**src/hdl/voxel_air_element_selector_top_macros.svh**
```systemverilog
// assertion macros shared by the voxel air element selector modules
`ifndef VOXEL_AIR_ELEMENT_SELECTOR_TOP_MACROS_SVH
`define VOXEL_AIR_ELEMENT_SELECTOR_TOP_MACROS_SVH
`ifndef SYNTH
// property must hold at every clock edge outside reset
`define VAES_ASSERT(label, clk, rst_n, prop) \
    label: assert property (@(posedge clk) disable iff (!rst_n) (prop)) \
        else $error("vaes assertion failed");
// consequent must hold in the cycle after the antecedent
`define VAES_ASSERT_NEXT(label, clk, rst_n, ante, cons) \
    label: assert property (@(posedge clk) disable iff (!rst_n) (ante) |=> (cons)) \
        else $error("vaes assertion failed");
`else
`define VAES_ASSERT(label, clk, rst_n, prop)
`define VAES_ASSERT_NEXT(label, clk, rst_n, ante, cons)
`endif
`endif

```
**src/hdl/vaes_pkg.sv**
```systemverilog
// types, constants and helper functions of the voxel air element selector
`timescale 1ns / 1ps
package vaes_pkg;

    localparam int unsigned NUM_CORNERS = 8;
    localparam int unsigned NUM_BASIS   = 27;
    localparam int unsigned PT_W        = 24;
    localparam int unsigned STRIDE_W    = 24;
    localparam int unsigned OFF_W       = STRIDE_W + 1;
    localparam int unsigned QUEUE_DEPTH = 2;

    localparam logic [7:0] AIR_CODE = 8'h61;

    // configuration register indexes
    typedef enum logic [0:0] {
        CFG_STRIDE_Y = 1'b0,
        CFG_STRIDE_Z = 1'b1
    } t_cfg_index;

    // one classified item, as held in the queue
    typedef struct packed {
        logic [PT_W-1:0] point;
        logic [7:0]      air_mask;
        logic [4:0]      basis_count;
        logic [3:0]      air_count;
    } t_entry;

    // queue status seen by the front and back
    typedef struct packed {
        logic full;
        logic not_empty;
    } t_q_stat;

    // 2x2x2 subcube of each corner within the 3x3x3 basis set
    function automatic logic [NUM_BASIS-1:0] corner_basis(input logic [2:0] k);
        logic [NUM_BASIS-1:0] m;
        unique case (k)
            3'd0: m = 27'h6C36000;
            3'd1: m = 27'h361B000;
            3'd2: m = 27'h0D86C00;
            3'd3: m = 27'h06C3600;
            3'd4: m = 27'h00361B0;
            3'd5: m = 27'h001B0D8;
            3'd6: m = 27'h0006C36;
            3'd7: m = 27'h000361B;
            default: m = '0;
        endcase
        return m;
    endfunction

    function automatic logic [4:0] popcount27(input logic [NUM_BASIS-1:0] v);
        logic [4:0] n;
        n = '0;
        for (int i = 0; i < NUM_BASIS; i++) begin
            n = n + 5'(v[i]);
        end
        return n;
    endfunction

    function automatic logic [3:0] popcount8(input logic [7:0] v);
        logic [3:0] n;
        n = '0;
        for (int i = 0; i < 8; i++) begin
            n = n + 4'(v[i]);
        end
        return n;
    endfunction

endpackage

```
**src/hdl/voxel_air_element_selector_top.sv**
```systemverilog
// top level of the voxel air element selector
`timescale 1ns / 1ps
// takes one grid point per item (linear index and the material bytes of its eight
// diagonal neighbours) and sends one result per air corner in corner order 0..7,
// or a single result with elem_valid low when no corner is air; is_last marks the
// final result of each item. the back end sends one result per clock while not
// stalled, so an item with n air corners gives max(n,1) results, eight at most; an
// accepted item passes the queue, then the output register. the front end classifies
// items (air mask, basis union popcount, air count) in the accept cycle and drops them
// into a two-entry queue, so input and output stall independently and input flows
// while a result waits there until the queue fills. the user must write strides through
// the config port only while idle (not enforced); index 0 is stride_y, 1 is stride_z
module voxel_air_element_selector_top import vaes_pkg::*; #(
    parameter int unsigned INDEX_BITS = 24
) (
    input  logic                i_clk,
    input  logic                i_rst_n,
    // config write port
    input  logic                i_cfg_we,
    input  logic [0:0]          i_cfg_index,
    input  logic [STRIDE_W-1:0] i_cfg_data,
    // input item channel
    input  logic                i_in_valid,
    output logic                o_in_stall,
    input  logic [PT_W-1:0]     i_point_index,
    input  logic [7:0]          i_mat_c0,
    input  logic [7:0]          i_mat_c1,
    input  logic [7:0]          i_mat_c2,
    input  logic [7:0]          i_mat_c3,
    input  logic [7:0]          i_mat_c4,
    input  logic [7:0]          i_mat_c5,
    input  logic [7:0]          i_mat_c6,
    input  logic [7:0]          i_mat_c7,
    // result channel
    output logic                o_out_valid,
    input  logic                i_out_stall,
    output logic                o_elem_valid,
    output logic [2:0]          o_corner_code,
    output logic [PT_W-1:0]     o_elem_index,
    output logic                o_out_of_grid,
    output logic [4:0]          o_basis_count,
    output logic [3:0]          o_air_count,
    output logic                o_is_last
);

    logic [7:0] mat [NUM_CORNERS];
    t_entry     push_entry;
    t_entry     head;
    t_q_stat    q_stat;
    logic       push;
    logic       pop;
    t_cfg_index cfg_index;

    // corner order: +z+y+1, +z+y-1, +z-y+1, +z-y-1, -z+y+1, -z+y-1, -z-y+1, -z-y-1
    assign mat[0] = i_mat_c0;
    assign mat[1] = i_mat_c1;
    assign mat[2] = i_mat_c2;
    assign mat[3] = i_mat_c3;
    assign mat[4] = i_mat_c4;
    assign mat[5] = i_mat_c5;
    assign mat[6] = i_mat_c6;
    assign mat[7] = i_mat_c7;

    assign cfg_index = t_cfg_index'(i_cfg_index);

    // classify and accept
    vaes_front #(
        .INDEX_BITS (INDEX_BITS)
    ) u_front (
        .i_in_valid    (i_in_valid),
        .o_in_stall    (o_in_stall),
        .i_point_index (i_point_index),
        .i_mat         (mat),
        .i_q_stat      (q_stat),
        .o_push        (push),
        .o_entry       (push_entry)
    );

    // decoupling queue
    vaes_queue u_queue (
        .i_clk   (i_clk),
        .i_rst_n (i_rst_n),
        .i_push  (push),
        .i_entry (push_entry),
        .i_pop   (pop),
        .o_head  (head),
        .o_stat  (q_stat)
    );

    // per-corner result generation
    vaes_back #(
        .INDEX_BITS (INDEX_BITS)
    ) u_back (
        .i_clk         (i_clk),
        .i_rst_n       (i_rst_n),
        .i_cfg_we      (i_cfg_we),
        .i_cfg_index   (cfg_index),
        .i_cfg_data    (i_cfg_data),
        .i_head        (head),
        .i_q_stat      (q_stat),
        .o_pop         (pop),
        .o_out_valid   (o_out_valid),
        .i_out_stall   (i_out_stall),
        .o_elem_valid  (o_elem_valid),
        .o_corner_code (o_corner_code),
        .o_elem_index  (o_elem_index),
        .o_out_of_grid (o_out_of_grid),
        .o_basis_count (o_basis_count),
        .o_air_count   (o_air_count),
        .o_is_last     (o_is_last)
    );

endmodule

```
**src/hdl/vaes_front.sv**
```systemverilog
// front end: input handshake, air detection, basis union and counts
`timescale 1ns / 1ps
module vaes_front import vaes_pkg::*; #(
    parameter int unsigned INDEX_BITS = 24
) (
    input  logic            i_in_valid,
    output logic            o_in_stall,
    input  logic [PT_W-1:0] i_point_index,
    input  logic [7:0]      i_mat [NUM_CORNERS],
    input  t_q_stat         i_q_stat,
    output logic            o_push,
    output t_entry          o_entry
);

    localparam int unsigned PT_BITS = (INDEX_BITS < PT_W) ? INDEX_BITS : PT_W;
    localparam logic [PT_W-1:0] PT_MASK = PT_W'((64'd1 << PT_BITS) - 64'd1);

    logic [7:0]           air_mask;
    logic [NUM_BASIS-1:0] uni;

    always_comb begin
        uni = '0;
        for (int k = 0; k < NUM_CORNERS; k++) begin
            air_mask[k] = (i_mat[k] == AIR_CODE);
            if (air_mask[k]) begin
                uni = uni | corner_basis(3'(k));
            end
        end
    end

    assign o_in_stall           = i_q_stat.full;
    assign o_push               = i_in_valid && !i_q_stat.full;
    assign o_entry.point        = i_point_index & PT_MASK;
    assign o_entry.air_mask     = air_mask;
    assign o_entry.basis_count  = popcount27(uni);
    assign o_entry.air_count    = popcount8(air_mask);

endmodule

```
**src/hdl/vaes_queue.sv**
```systemverilog
// two-entry queue between front and back
`timescale 1ns / 1ps
module vaes_queue import vaes_pkg::*; (
    input  logic    i_clk,
    input  logic    i_rst_n,
    input  logic    i_push,
    input  t_entry  i_entry,
    input  logic    i_pop,
    output t_entry  o_head,
    output t_q_stat o_stat
);

    localparam int unsigned PTR_W = $clog2(QUEUE_DEPTH);
    localparam int unsigned CNT_W = $clog2(QUEUE_DEPTH + 1);

    t_entry           r_mem [QUEUE_DEPTH];
    logic [PTR_W-1:0] r_wr_ptr, n_wr_ptr;
    logic [PTR_W-1:0] r_rd_ptr, n_rd_ptr;
    logic [CNT_W-1:0] r_count, n_count;

    always_comb begin
        n_wr_ptr = r_wr_ptr;
        n_rd_ptr = r_rd_ptr;
        n_count  = r_count;
        if (i_push) begin
            n_wr_ptr = (r_wr_ptr == PTR_W'(QUEUE_DEPTH - 1)) ? '0 : r_wr_ptr + 1'b1;
        end
        if (i_pop) begin
            n_rd_ptr = (r_rd_ptr == PTR_W'(QUEUE_DEPTH - 1)) ? '0 : r_rd_ptr + 1'b1;
        end
        if (i_push && !i_pop) begin
            n_count = r_count + 1'b1;
        end else if (i_pop && !i_push) begin
            n_count = r_count - 1'b1;
        end
    end

    always_ff @(posedge i_clk) begin
        if (!i_rst_n) begin
            r_wr_ptr <= '0;
            r_rd_ptr <= '0;
            r_count  <= '0;
        end else begin
            r_wr_ptr <= n_wr_ptr;
            r_rd_ptr <= n_rd_ptr;
            r_count  <= n_count;
        end
    end

    always_ff @(posedge i_clk) begin
        if (i_push) begin
            r_mem[r_wr_ptr] <= i_entry;
        end
    end

    assign o_head           = r_mem[r_rd_ptr];
    assign o_stat.full      = (r_count == CNT_W'(QUEUE_DEPTH));
    assign o_stat.not_empty = (r_count != '0);

endmodule

```
**src/hdl/vaes_back.sv**
```systemverilog
// back end: stride registers, per-corner index arithmetic, result register
`timescale 1ns / 1ps
`include "voxel_air_element_selector_top_macros.svh"
module vaes_back import vaes_pkg::*; #(
    parameter int unsigned INDEX_BITS = 24
) (
    input  logic                i_clk,
    input  logic                i_rst_n,
    input  logic                i_cfg_we,
    input  t_cfg_index          i_cfg_index,
    input  logic [STRIDE_W-1:0] i_cfg_data,
    input  t_entry              i_head,
    input  t_q_stat             i_q_stat,
    output logic                o_pop,
    output logic                o_out_valid,
    input  logic                i_out_stall,
    output logic                o_elem_valid,
    output logic [2:0]          o_corner_code,
    output logic [PT_W-1:0]     o_elem_index,
    output logic                o_out_of_grid,
    output logic [4:0]          o_basis_count,
    output logic [3:0]          o_air_count,
    output logic                o_is_last
);

    localparam int unsigned PT_BITS = (INDEX_BITS < PT_W) ? INDEX_BITS : PT_W;
    localparam logic [PT_W-1:0] PT_MASK = PT_W'((64'd1 << PT_BITS) - 64'd1);

    logic [STRIDE_W-1:0] r_stride_y;
    logic [STRIDE_W-1:0] r_stride_z;
    logic [OFF_W-1:0]    r_stride_yz;
    logic [7:0]          r_done, n_done;

    logic                r_out_valid;
    logic                r_elem_valid;
    logic [2:0]          r_corner_code;
    logic [PT_W-1:0]     r_elem_index;
    logic                r_out_of_grid;
    logic [4:0]          r_basis_count;
    logic [3:0]          r_air_count;
    logic                r_is_last;

    logic                load_ok;
    logic                fire;
    logic                any_air;
    logic [7:0]          pending;
    logic [7:0]          pick;
    logic [2:0]          corner;
    logic                last;
    logic [OFF_W-1:0]    base;
    logic [OFF_W:0]      diff;

    // stride registers, y+z kept ready for the diagonal corners
    always_ff @(posedge i_clk) begin
        if (!i_rst_n) begin
            r_stride_y  <= STRIDE_W'(1);
            r_stride_z  <= STRIDE_W'(1);
            r_stride_yz <= OFF_W'(2);
        end else if (i_cfg_we) begin
            unique case (i_cfg_index)
                CFG_STRIDE_Y: begin
                    r_stride_y  <= i_cfg_data;
                    r_stride_yz <= {1'b0, i_cfg_data} + {1'b0, r_stride_z};
                end
                CFG_STRIDE_Z: begin
                    r_stride_z  <= i_cfg_data;
                    r_stride_yz <= {1'b0, r_stride_y} + {1'b0, i_cfg_data};
                end
                default: ;
            endcase
        end
    end

    // lowest corner still to send for the head item
    always_comb begin
        pending = i_head.air_mask & ~r_done;
        pick    = pending & (~pending + 8'd1);
        corner  = '0;
        for (int k = 0; k < NUM_CORNERS; k++) begin
            if (pick[k]) begin
                corner = 3'(k);
            end
        end
        last    = ((pending & ~pick) == '0);
        any_air = (i_head.air_mask != '0);
        unique case (corner[2:1])
            2'd0: base = '0;
            2'd1: base = {1'b0, r_stride_y};
            2'd2: base = {1'b0, r_stride_z};
            2'd3: base = r_stride_yz;
            default: base = '0;
        endcase
        // point - base - corner[0]: top bit is the borrow
        diff = {2'b00, i_head.point} - {1'b0, base} - (OFF_W + 1)'(corner[0]);
    end

    assign load_ok = !r_out_valid || !i_out_stall;
    assign fire    = i_q_stat.not_empty && load_ok;
    assign o_pop   = fire && last;

    always_comb begin
        n_done = r_done;
        if (fire) begin
            n_done = last ? '0 : (r_done | pick);
        end
    end

    always_ff @(posedge i_clk) begin
        if (!i_rst_n) begin
            r_done      <= '0;
            r_out_valid <= 1'b0;
        end else begin
            r_done <= n_done;
            if (load_ok) begin
                r_out_valid <= fire;
            end
        end
    end

    always_ff @(posedge i_clk) begin
        if (fire) begin
            r_elem_valid  <= any_air;
            r_corner_code <= any_air ? corner : '0;
            r_elem_index  <= any_air ? (diff[PT_W-1:0] & PT_MASK) : '0;
            r_out_of_grid <= any_air && diff[OFF_W];
            r_basis_count <= i_head.basis_count;
            r_air_count   <= i_head.air_count;
            r_is_last     <= last;
        end
    end

    assign o_out_valid   = r_out_valid;
    assign o_elem_valid  = r_elem_valid;
    assign o_corner_code = r_corner_code;
    assign o_elem_index  = r_elem_index;
    assign o_out_of_grid = r_out_of_grid;
    assign o_basis_count = r_basis_count;
    assign o_air_count   = r_air_count;
    assign o_is_last     = r_is_last;

    `VAES_ASSERT(a_empty_is_last, i_clk, i_rst_n, r_out_valid && !r_elem_valid |-> r_is_last && r_air_count == 4'd0)
    `VAES_ASSERT(a_air_counts, i_clk, i_rst_n, r_out_valid && r_elem_valid |-> r_basis_count >= 5'd8 && r_air_count != 4'd0)
    `VAES_ASSERT(a_done_idle, i_clk, i_rst_n, !i_q_stat.not_empty |-> r_done == 8'd0)
    `VAES_ASSERT(a_done_subset, i_clk, i_rst_n, (r_done & ~i_head.air_mask) == 8'd0 || !i_q_stat.not_empty)
    `VAES_ASSERT_NEXT(a_pop_clears, i_clk, i_rst_n, o_pop, r_done == 8'd0)

endmodule
```
**config.mk**
```make
export PLATFORM = sky130hd
export DESIGN_NAME = voxel_air_element_selector_top
export DESIGN_NICKNAME = d
export VERILOG_FILES = /design/src/hdl/vaes_pkg.sv /design/src/hdl/voxel_air_element_selector_top.sv /design/src/hdl/vaes_front.sv /design/src/hdl/vaes_queue.sv /design/src/hdl/vaes_back.sv
export VERILOG_INCLUDE_DIRS = /design/src /design/src/hdl
export SDC_FILE = /design/constraint.sdc
export NUM_CORES = 1
export LEC_CHECK = 0
export ABC_AREA = 1
export BUFFER_PORTS_ARGS = -buffer_cell sky130_fd_sc_hd__buf_2
export CORE_UTILIZATION = 50
export DETAILED_ROUTE_END_ITERATION = 12
export PLACE_DENSITY = 0.7
export SETUP_SLACK_MARGIN = 0.5
export SKIP_CTS_REPAIR_TIMING = 1
export SLEW_MARGIN = 20
export SYNTH_ARGS = -nofsm -noshare
export SYNTH_HDL_FRONTEND = slang
export SYNTH_SLANG_ARGS = --single-unit
```
**constraint.sdc**
```tcl
create_clock -name i_clk -period 6.5 [get_ports i_clk]
set_input_delay 0.325 -clock i_clk [delete_from_list [all_inputs] [get_ports i_clk]]
set_output_delay 0.325 -clock i_clk [all_outputs]
set_load 0.01 [all_outputs]
```
[Word level (Yosys, flattened, before mapping)]
Memory sizes are Yosys's and may differ from the RTL's. A register that Yosys moved wholly into a read port is not among the register bits.
Cells that the tools add are included.
Word-level totals
  word-level logic and storage cells: 137
  input port bits: 118
  memories kept: 1
  register bits after elaboration: 125
  output and inout bits: 41
  bits in writable memories: 82
Memory list
  u_queue.r_mem: words 2, bits a word 41, rd ports 1, clocked after memory_dff 1, write ports 1, RTL line vaes_queue.sv:16  | t_entry r_mem [QUEUE_DEPTH];
Cells by class
  equal/unequal tests: 12
  reduce and logical (&&, ||, !) cells: 19
  bitwise operators: 15
  add/subtract/negate cells: 42
  mux-type cells: 33
Operators with widths (count)
  2-to-1 mux 27 bit: 15
  bitwise OR 27 bit: 7
  adder 5 x 1 -> 5 bit: 25
  case mux 25 bit (4 select lines): 1
  == test 8 x 7 -> 1 bit, second input constant: 8
  adder 24 x 24 -> 25 bit: 2
  case mux 25 bit (2 select lines): 1
  subtractor 24 x 25 -> 26 bit: 1
  subtractor 26 x 1 -> 26 bit: 1
  adder 4 x 1 -> 4 bit: 6
  bitwise AND 8 bit: 3
  NOT 8 bit: 3
  2-to-1 mux 3 bit: 4
  adder 8 x 1 -> 8 bit, second input constant: 1
  logical NOT 8 bit: 1
  2-to-1 mux 2 bit: 4
  2-to-1 mux 8 bit: 1
  bitwise OR 8 bit: 1
  nonzero test 8 bit: 1
  2-to-1 mux 1 bit: 7
  == test 2 bit, second input constant: 3
  logical AND 1 bit: 6
  logical NOT 1 bit: 5
  adder 1 x 1 -> 2 bit: 2
  9 further kinds: 12

[Logic depth before layout (Yosys ltp)]
Gate-level depths: netlist of the first run.
  word-level depth: 42
  depth in mapped cells: 27
  mapped depth without buffers: 25

[Hierarchy]
From an unflattened synthesis of the first run, not the netlist that was laid out.
Second synthesis, totals
  cells, all modules: 1777
  area total of the unflattened synthesis: 13892.1 um^2
Modules (own cells, without submodules)
  vaes_back: area each 9080.0 um^2, cells each 1409, instances 1, seq. area each 2812.7 um^2
  vaes_queue: area each 3393.3 um^2, cells each 163, instances 1, seq. area each 2562.5 um^2
  vaes_front: area each 1418.9 um^2, cells each 205, instances 1, seq. area each 0.0 um^2

[Worst setup path before layout of the first run]
No wires, ideal clock.
  path kind: input port to flip-flop
  start: in i_mat_c0[2]
  end: mem u_queue.r_mem[0][8] in the netlist's numbering (data pin)
  required time: 6231 ps
  buffers on the path: 0
  library setup time: 269 ps
  stages on the path: 18
  arrival time: 5098 ps
  setup slack: 1133 ps
  cell sequence: nor4b_1 and2_1 inv_1 ha_1 nand3_1 fa_1 fa_1 inv_1 fa_1 inv_1 fa_1 fa_1 fa_1 ha_1 inv_1 fa_1 o21ai_0 xor2_1
RTL lines
  start, declared: RTL line voxel_air_element_selector_top.sv:26  | input logic [7:0] i_mat_c0,
  end, declared: RTL line vaes_queue.sv:16

==> reports/results.ini, run 1 <==
[die]
io_pins = 159
die_w_um = 161.7
core_area_um2 = 25110
die_height_um = 161.7
die_area_um2 = 26140
rows = 58
start_util = 0.5078

[cts]
cts.sink_count = 208
clk_transition_reported_paths_ns = 0.06
clock_tree.root_cell = clkbuf_16
cts-buffers-inserted = 24
cts_tree = yes
htree_levels = 1
max-clock-path-buffers = 3
worstSkewPairLatency_ns = 0.53

[worst_setup_path]
cpMostUsedCell = fa_1
slowest_delay_ns = 0.56
arrival_ns = 5.55
worst-path-max-fanout = 6
worst-endpoint-required_ns = 6.76
critPathCaptureType = flip-flop
path_class = primary input to flip-flop
critical_path.slowest_cell = fa_1
critical_path.cell_chain = buf_2 > nor4b_1 > and2_1 > inv_1 > ha_1 > nand3_1 > fa_1 > fa_1 > inv_1 > fa_1 > inv_1 > fa_1 > fa_1 > fa_1 > ha_1 > inv_1 > fa_1 > o21ai_0 > xor2_1
critical_path.startpoint_type = primary input

[run_status]
result_of_the_run = completed

[place]
buffer_ports.inserted = 158
hpwlAfterDp_um = 23630
placed_cells = 2045
globalplace.congestion = 0.9469
placement.cell_area_um2 = 13860
pre_cts_ws_ns = 0.6584

[synthesis]
synth.top_cell.area_share = 0.2850
yosys_register_bits = 208
post_synth_num_cell_types = 46
synthesis.instances = 1587
ys_top_cells_by_area = edfxtp_1 28%, dfxtp_1 14%, nand2_1 9.5%, ha_1 8.3%, inv_1 7.7%
async_flop_share = 0
synth_largest_area_cell = edfxtp_1
netlist_top_cells_count = 321 x nand2_1, 261 x inv_1, 197 x nor2_1
number_of_flops_mapped_to_enable_cells_by_yosys = 121
synthMostInstantiatedCell = nand2_1
synthesis.yosys.warnings = 0
mappedNetlistArea_um2 = 12750
syn-mean-instance-area_um2 = 8.034
synth.net_count = 1813
synth-main-ff-cell = edfxtp_1
yosysSeqAreaShare = 0.4216

[timing]
timing.clock.skew_ns = 0.01221
max_slew_margin = 0.2581
setup-violations-final = 0
final_critical_path_setup_slack_ns = 1.218
rsz_0062_raised_after_global_routing = no
maxClockFrequency_ghz = 0.1893
finalCriticalPeriod_ns = 5.282
finalSetupTns_ns = 0
finalMaxSlewViolations = 0
timing.final.hold_violations = 0
period_utilisation_layout = 0.8126
worstMarginPinSlew_ns = 1.112

[detailed_routing]
ant_nets = 0
detailedRoute.firstPassIterationCount = 7
detailed_routed_wire_length_on_met2_um = 15520
routed_wire_length_per_instance_um = 15.32
vias_per_cell = 5.167
dr_total_vias = 10907
met3WireLength_um = 1802
maxUsedRoutingLayer = met4
routedLengthMet1_um = 14240
drtIter0Drc = 728
totalWireLength_um = 32330
drt_drc_violations_left = 0

[grt]
largest_net_degree_at_the_start_of_global_routing = 58
antenna_violations_before_repair = 1
grt_overflow = 0
grt_first_pass_wirelength_um = 51910
first_global_vias = 10425
total_global_routing_track_utilization = 0.2501

[layout]
areaGrowthSynthToFinish_pct = 16.67
stdcell_count = 2111
nets = 1988
fin_area_um2 = 14880
register_area_um2 = 5376
drive_gt1_frac = 0.1360
multiInputGateArea_um2 = 6198
n_fill_cell = 2280

[power_and_ir_drop]
vdd_ir_drop_max_v = 0.0001853
switching_component_of_the_power_mw = 1.432
power_frac_clock = 0.318
power.density_cell_area_nw_per_um2 = 288.9
leak_pwr_nw = 7.012
pwr-share-comb = 0.292
intPower_mw = 2.865
report.power.total_mw = 4.297
swShare = 0.3333
pwr-share-seq = 0.389

[min_path]
hold_class = primary input to flip-flop

[run]
max_cap_violations = 0

==> worst paths after layout <==
kind / endpoint / from / slack (ns) / cells past startpoint
worst min register to register: u_back.r_done[2]$_SDFFE_PN0P_ / u_back.r_done[2]$_SDFFE_PN0P_ / 0.47 / 2
worst max-delay path: u_queue.r_mem[0][8]$_DFFE_PP_ / i_mat_c0[2] / 1.22 / 19
worst max register to register: u_back.o_elem_index[18]$_SDFFCE_PN0P_ / flip-flop / 1.87 / 21
worst min-delay path: u_queue.r_mem[1][21]$_DFFE_PP_ / i_point_index[4] / 0.01 / 1
==> registers in the layout (all words and copies together) (netlist names), 2 cells and up, named ones only <==
register and flops:
u_back.o_air_count 4, u_back.o_basis_count 5, u_back.o_corner_code 3, u_back.o_elem_index 24, u_back.r_done 8, u_back.r_stride_y 24, u_back.r_stride_yz 25, u_back.r_stride_z 24
u_queue.r_count 2, u_queue.r_mem 82
==> cell families (layout without fill, tap and decap cells) <==
family | count (synthesis) | count (layout) | share of synthesized area
AOI/OAI and AO/OA | 284 | 284 | 0.1229
xor gates and xnor gates | 18 | 18 | 0.01236
adders and majority gates | 108 | 108 | 0.1195
buffers and inverters | 306 | 499 | 0.09362
DFF | 208 | 208 | 0.4216
muxes | 23 | 23 | 0.01806
other | 0 | 1 | 0
and+or+nand+nor | 640 | 640 | 0.2120
==> layout by cell type (no fill, tap or decap), types with 54 or more instances in the layout <==
master and instances:
o21ai_0 131, dfxtp_1 86, inv_1 261, buf_2 158
ha_1 85, edfxtp_1 121, a21oi_1 102, nand2_1 321
nand3_1 54, nor2_1 194
==> critical path: cells and delay by family <==
family / cells / cell delay, ns
AOI/OAI and AO/OA: 1 / 0.22
adders and majority gates: 9 / 3.80
and+or+nand+nor: 3 / 0.74
xor gates and xnor gates: 1 / 0.11
buffers and inverters: 5 / 0.36
==> power groups by stage <==
stage / clock network, mW / registers, mW / logic (mW)
6_report: 1.37 / 1.67 / 1.26
5_1_grt: 1.44 / 1.69 / 1.43
4_1_cts: 1.39 / 1.67 / 1.25
3_5_place_dp: 0 / 1.70 / 1.24
3_3_place_gp: 0 / 1.70 / 1.22
2_1_floorplan: 0 / 1.74 / 0.808
==> cell type report <==
cell class / instances / share of cell area
diodes: 1 / 0.0001682
clock buffers: 34 / 0.04845
clock inverters: 10 / 0.005635
inverters: 265 / 0.06704
multi-input cells: 1073 / 0.4167
flip-flops and latches: 208 / 0.3614
well taps: 330 / 0.02776
repair buffers: 190 / 0.07284
==> per-layer routing <==
metal | GRT usage | vias up
li1 | - | 5524
met1 | 0.3185 | 4993
met2 | 0.4414 | 339
met3 | 0.03422 | 51
met4 | 0.07290 | 0
met5 | 0 | -
==> through the flow <==
step	utilization	hold slack, ns
after floorplan	-	0.4239
after global placement	0.5519	0.4436
after detailed placement	0.5519	0.4601
after CTS	0.5840	-0.02992
after global routing	0.5924	0.002759
final	0.5924	0.01420
Note: power is estimated with default switching activity, not from simulation.
==> run 2, diff against run 1 <==
Clock period 6.5 ns to 4.9 ns, I/O delays scaled along.
==> run 2 against run 1 <==
Against the previous run:
- the flow now finishes with violations (negative hold slack)
- sequential share of layout area is 0.93 points lower
- register-to-register slack got worse by 1.0 ns
- final area grew 2.6%
- die area did not move
- largest cell class unchanged
- largest power group unchanged
- highest routed layer unchanged
==> reports/results.ini, run 2 (synthesis results as in run 1) <==
[run_status]
result_of_the_run = complete, but fails checks
failing_checks = negative hold slack

[layout]
n_fill_cell = 2290  ; +0.44%
register_area_um2 = 5376  ; unchanged
layout.cells.most_common = nand2_1
regMostFlops = u_queue.r_mem
postLayoutCoreUtil = 0.6081  ; +0.01570
drive_gt1_frac = 0.1583  ; +0.02235
layout_common_cells = 320 x nand2_1, 253 x inv_1, 192 x nor2_1, 155 x buf_2, 130 x o21ai_0
top_regs = u_queue.r_mem (82), u_back.r_stride_yz (25)
areaGrowthSynthToFinish_pct = 19.76
max_ffs_per_register = 82  ; unchanged
nets = 2021  ; +1.7%
fin_area_um2 = 15270  ; +2.6%
multiInputGateArea_um2 = 6322  ; +2.0%

[min_path]
beginning_of_the_worst_hold_path = i_cfg_data[15]
worst_hold_path.endpoint = u_back.r_stride_y[15]$_SDFFE_PN0P_
hold_class = primary input to flip-flop
worst_hold_path.num_cells = 3  ; +2

[worst_setup_path]
critical_path.slowest_cell = fa_1
cpMostUsedCell = fa_1
critPathBufInv = 5  ; unchanged
worstRegToRegCells = 25  ; +19%
crit_family = adder cells
arrival_ns = 4.85  ; -0.70 ns
critical_path.startpoint_type = primary input
critical_path.cell_chain = buf_6 > nor4b_4 > and2_4 > inv_4 > ha_4 > nand3_4 > fa_1 > fa_1 > inv_1 > fa_1 > inv_1 > fa_1 > fa_1 > fa_1 > ha_4 > inv_2 > fa_2 > o21ai_2 > xor2_1
path_class = primary input to flip-flop
worst-endpoint-required_ns = 5.16  ; -1.60 ns
critPathCaptureType = flip-flop
slowest_delay_ns = 0.59  ; +0.03 ns
worst-path-max-fanout = 3  ; -3
ff2ff_setup_slack_ns = 0.83  ; -1.04 ns
worst_r2r_endpoint = u_back.o_elem_index[18]$_SDFFCE_PN0P_

[timing]
period_utilisation_layout = 0.9370
max_slew_margin = 0.3540  ; +0.09584
rsz_0062_raised_after_global_routing = yes
setup-violations-final = 0  ; unchanged
finalCriticalPeriod_ns = 4.591
timing.final.hold_violations = 7  ; +7
timing.clock.skew_ns = 0.02188  ; +0.009665 ns
worstMarginPinSlew_ns = 0.9680  ; -0.1436 ns
whs_ns = -0.01667  ; -0.03087 ns
finalMaxSlewViolations = 0  ; unchanged
maxClockFrequency_ghz = 0.2178

[cts]
cts-buffers-inserted = 24  ; unchanged
htree_levels = 1  ; unchanged
worstSkewPairLatency_ns = 0.53  ; about the same
max-clock-path-buffers = 3  ; unchanged
cts.sink_count = 208  ; unchanged
clk_transition_reported_paths_ns = 0.06  ; about the same
clock_tree.root_cell = clkbuf_16
cts_tree = yes

[detailed_routing]
drt_drc_violations_left = 0  ; unchanged
dr_total_vias = 11049  ; +1.3%
totalWireLength_um = 32350  ; about the same
vias_per_cell = 5.153  ; -0.26%
drtIter0Drc = 804  ; +10%
routed_wire_length_per_instance_um = 15.09  ; -1.5%
detailedRoute.firstPassIterationCount = 6  ; -1
ant_nets = 0  ; unchanged

[die]
die_height_um = 161.7  ; unchanged
die_area_um2 = 26140  ; unchanged
io_pins = 159  ; unchanged
core_area_um2 = 25110  ; unchanged
rows = 58  ; unchanged
start_util = 0.5078  ; unchanged
die_w_um = 161.7  ; unchanged

[place]
hpwlAfterDp_um = 23820  ; +0.83%
globalplace.congestion = 0.9071  ; -4.2%
placement.cell_area_um2 = 14100  ; +1.8%
buffer_ports.inserted = 158  ; unchanged

[power_and_ir_drop]
vdd_ir_drop_max_v = 0.0002444  ; +32%
leak_pwr_nw = 7.203  ; +2.7%
power.density_cell_area_nw_per_um2 = 373.5  ; +29%
report.power.total_mw = 5.704  ; +33%

[grt]
largest_net_degree_at_the_start_of_global_routing = 58  ; unchanged
total_global_routing_track_utilization = 0.2445  ; -0.005593
first_global_vias = 10190  ; -2.3%
grt_overflow = 0  ; unchanged
grt_first_pass_wirelength_um = 50830  ; -2.1%
antenna_violations_before_repair = 1  ; unchanged

[run]
max_cap_violations = 0  ; unchanged

[run 2: changes by cell type in the layout (fill, tap and decap cells not counted), moves of 4 or more]
cell,before,now
dlygate4sd3_1,21,30
inv_2,3,9
nor4b_1,6,2
inv_1,261,253
buf_4,11,35
[run 2: where the power goes]
part / total, mW / switching (mW) / internal [mW]
Combinational: 1.70 / 1.10 / 0.600
Sequential: 2.22 / 0.0729 / 2.15
Clock: 1.78 / 0.710 / 1.07
[run 2: layer usage]
metal / track usage / vias to the layer above / share of wire
li1: - / 5595 / -
met1: 0.3066 / 5048 / 0.43
met2: 0.4332 / 358 / 0.49
met3: 0.03830 / 48 / 0.055
met4: 0.07204 / 0 / 0.027
met5: 0 / - / 0
[run 2: worst min-delay path, stage by stage]
cell and delay (ns):
buf_2 0.11, nor2_1 0.05, nor2_1 0.08
[run 2: through the flow]
stage	setup WS, ns	hold WS [ns]	TNS, ns	cells
finish	0.3089	-0.01667	0	2144
global route	0.1673	0.003043	0	2144
CTS	0.2524	-0.1079	0	2112
detailed placement	-0.2805	0.4362	-1.497	2068
global placement	-0.2251	0.4345	-1.113	2068
floorplan	-0.04214	0.3439	-0.1175	1587
[run 2: how the worst max path moves through the flow]
stage                startpoint                             to  slack [ns]  cells past startpoint
finish              i_mat_c1[7]  u_queue.r_mem[1][8]$_DFFE_PP_        0.31                     19
global route        i_mat_c1[7]  u_queue.r_mem[1][8]$_DFFE_PP_        0.17                     19
CTS                 i_mat_c1[2]  u_queue.r_mem[1][8]$_DFFE_PP_        0.25                     19
detailed placement  i_mat_c1[2]  u_queue.r_mem[0][8]$_DFFE_PP_       -0.28                     19
global placement    i_mat_c1[2]  u_queue.r_mem[0][8]$_DFFE_PP_       -0.23                     19
floorplan           i_mat_c0[2]  u_queue.r_mem[0][8]$_DFFE_PP_       -0.04                     18
[run 2: final cells by class]
type                       count  share of cell area
antenna                        1           0.0001639
clock buffer                  34             0.04449
clock inverter                10            0.006637
inverter                     265             0.06563
multi-input combinational   1073              0.4140
sequential                   208              0.3521
tap                          330             0.02704
timing repair buffer         223             0.08989
==> run 3, diff against run 2 <==
Settings changed: REMOVE_ABC_BUFFERS set to 1.
==> run 3 against run 2 <==
Against the previous run:
- the flow still finishes with violations (negative hold slack)
- setup slack got worse by 0.071 ns
- maximum frequency fell by 1.5%
- utilization fell by 0.075 points
- via count fell by 1.9%
- final area fell by 0.12%
- clock skew fell by 0.0023 ns
- global-route usage rose by 0.25 points
- sequential power barely moved
- critical endpoint is now u_queue.r_mem[1][6]$_DFFE_PP_
==> reports/results.ini, run 3 (synthesis results as in run 1) <==
[cts]
cts_tree = yes
htree_levels = 1  ; unchanged
clk_transition_reported_paths_ns = 0.06  ; about the same
worstSkewPairLatency_ns = 0.52  ; about the same
max-clock-path-buffers = 3  ; unchanged
cts.sink_count = 208  ; unchanged
clock_tree.root_cell = clkbuf_16
cts-buffers-inserted = 23  ; -4.2%

[layout]
top_regs = u_queue.r_mem (82), u_back.r_stride_yz (25)
postLayoutCoreUtil = 0.6074  ; -0.0007470
max_ffs_per_register = 82  ; unchanged
n_fill_cell = 2237  ; -2.3%
diodes = 0  ; -1
drive_gt1_frac = 0.1617  ; +0.003399
nets = 2022  ; +0.049%
regMostFlops = u_queue.r_mem
layout_common_cells = 321 x nand2_1, 257 x inv_1, 193 x nor2_1, 157 x buf_2, 130 x o21ai_0
layout.cells.most_common = nand2_1
areaGrowthSynthToFinish_pct = 19.62

[worst_setup_path]
arrival_ns = 4.91  ; +0.06 ns
critical_path.startpoint_type = primary input
path_class = primary input to flip-flop
critPathCaptureType = flip-flop
worst-path-max-fanout = 5  ; +2
critPathLaunch = i_mat_c4[2]
worst-endpoint-required_ns = 5.15  ; about the same

[timing]
finalSetupTns_ns = 0  ; unchanged
setup-violations-final = 0  ; unchanged
whs_ns = -0.008437  ; +0.008235 ns
period_utilisation_layout = 0.9515  ; +0.01452
max_slew_margin = 0.3087  ; -0.04525
finalMaxSlewViolations = 0  ; unchanged
rsz_0062_raised_after_global_routing = yes
worstMarginPinSlew_ns = 1.036  ; +0.06779 ns
maxClockFrequency_ghz = 0.2145  ; -1.5%
finalCriticalPeriod_ns = 4.662  ; +0.07114 ns
timing.final.hold_violations = 7  ; unchanged
timing.clock.skew_ns = 0.01960  ; -0.002279 ns

[detailed_routing]
drt_drc_violations_left = 0  ; unchanged
ant_nets = 0  ; unchanged
drtIter0Drc = 846  ; +5.2%
vias_per_cell = 5.060  ; -1.8%
routed_wire_length_per_instance_um = 15.01  ; -0.53%
totalWireLength_um = 32150  ; -0.63%
dr_total_vias = 10839  ; -1.9%
detailedRoute.firstPassIterationCount = 7  ; +1

[power_and_ir_drop]
swShare = 0.3335  ; +0.002419
switching_component_of_the_power_mw = 1.886  ; -0.11%
vdd_ir_drop_max_v = 0.0003346  ; +37%
pwr-share-comb = 0.301  ; +0.002
power.density_cell_area_nw_per_um2 = 370.9  ; -0.71%
pwr-share-seq = 0.393  ; +0.004
power_frac_clock = 0.307  ; -0.005
leak_pwr_nw = 7.192  ; -0.15%
intPower_mw = 3.770  ; -1.2%
report.power.total_mw = 5.656  ; -0.83%

[grt]
antenna_violations_before_repair = 0  ; -1
global_route_track_usage_on_met2 = 0.4107  ; -0.02253
globalRoute.busiestLayer = met2
largest_net_degree_at_the_start_of_global_routing = 58  ; unchanged
first_global_vias = 10103  ; -0.85%
grt_first_pass_wirelength_um = 51280  ; +0.90%
total_global_routing_track_utilization = 0.2470  ; +0.002522
gr-usage-met3 = 0.03013  ; -0.008172
grt_overflow = 0  ; unchanged
groute.layer.met1.usage = 0.3439  ; +0.03730

[die]
die_area_um2 = 26140  ; unchanged
core_area_um2 = 25110  ; unchanged
die_height_um = 161.7  ; unchanged
io_pins = 159  ; unchanged
start_util = 0.5078  ; unchanged
rows = 58  ; unchanged
die_w_um = 161.7  ; unchanged

[place]
buffer_ports.inserted = 158  ; unchanged
globalplace.congestion = 0.9623  ; +6.1%
hpwlAfterDp_um = 24070  ; +1.0%

[run_status]
failing_checks = negative hold slack
result_of_the_run = complete, but fails checks

[run]
max_cap_violations = 0  ; unchanged

[min_path]
beginning_of_the_worst_hold_path = i_cfg_data[16]
hold_class = primary input to flip-flop

==> run 3: stage by stage <==
| stage | instances | area, um2 | setup slack (ns) |
|---|---|---|---|
| after global placement | 2073 | 14070 | -0.4720 |
| after global routing | 2142 | 15250 | 0.05073 |
| after CTS | 2114 | 14830 | -0.03688 |
| after detailed placement | 2073 | 14070 | -0.5702 |
| final | 2142 | 15250 | 0.2377 |
| after floorplan | 1546 | 12550 | -0.3870 |
==> run 3: worst max-delay path, stage by stage <==
cell	delay, ns
buf_6	0.09
nor4b_2	0.26
and2_4	0.22
clkinvlp_4	0.16
fa_1	0.58
fa_1	0.45
fa_1	0.57
inv_2	0.04
fa_1	0.51
fa_1	0.42
fa_1	0.49
ha_2	0.19
inv_2	0.04
fa_2	0.37
buf_6	0.14
xnor2_4	0.13
==> run 3: final cells by class <==
cell class,instances,area (um2),area share
multi-input combinational,1073,6330,0.4150
tap,330,412.9,0.02707
clock buffer,25,583.1,0.03823
clock inverter,16,177.7,0.01165
timing repair buffer,225,1368,0.08967
sequential,208,5379,0.3527
inverter,265,1001,0.06563
==> run 3: worst paths after layout <==
check	depth (start not counted)	slack (ns)	end
setup reg to reg	24	0.86	u_back.o_elem_index[22]$_SDFFCE_PN0P_
setup / recovery	16	0.24	u_queue.r_mem[1][6]$_DFFE_PP_
hold / removal	3	-0.008	u_back.r_stride_y[16]$_SDFFE_PN0P_
hold reg to reg	2	0.47	u_back.r_done[2]$_SDFFE_PN0P_
==> run 3: power by group through the flow <==
stage          clock network [mW]  logic, mW  registers [mW]
2_1_floorplan                   0       1.04            2.31
3_3_place_gp                    0       1.64            2.25
3_5_place_dp                    0       1.66            2.26
4_1_cts                      1.77       1.67            2.22
5_1_grt                      1.83       1.92            2.24
6_report                     1.74       1.70            2.22
==> run 3: metal layers <==
layer	vias to the layer above	share of wire
met1	4925	0.46
met2	282	0.46
met5	-	0
li1	5597	-
met4	0	0.019
met3	35	0.056
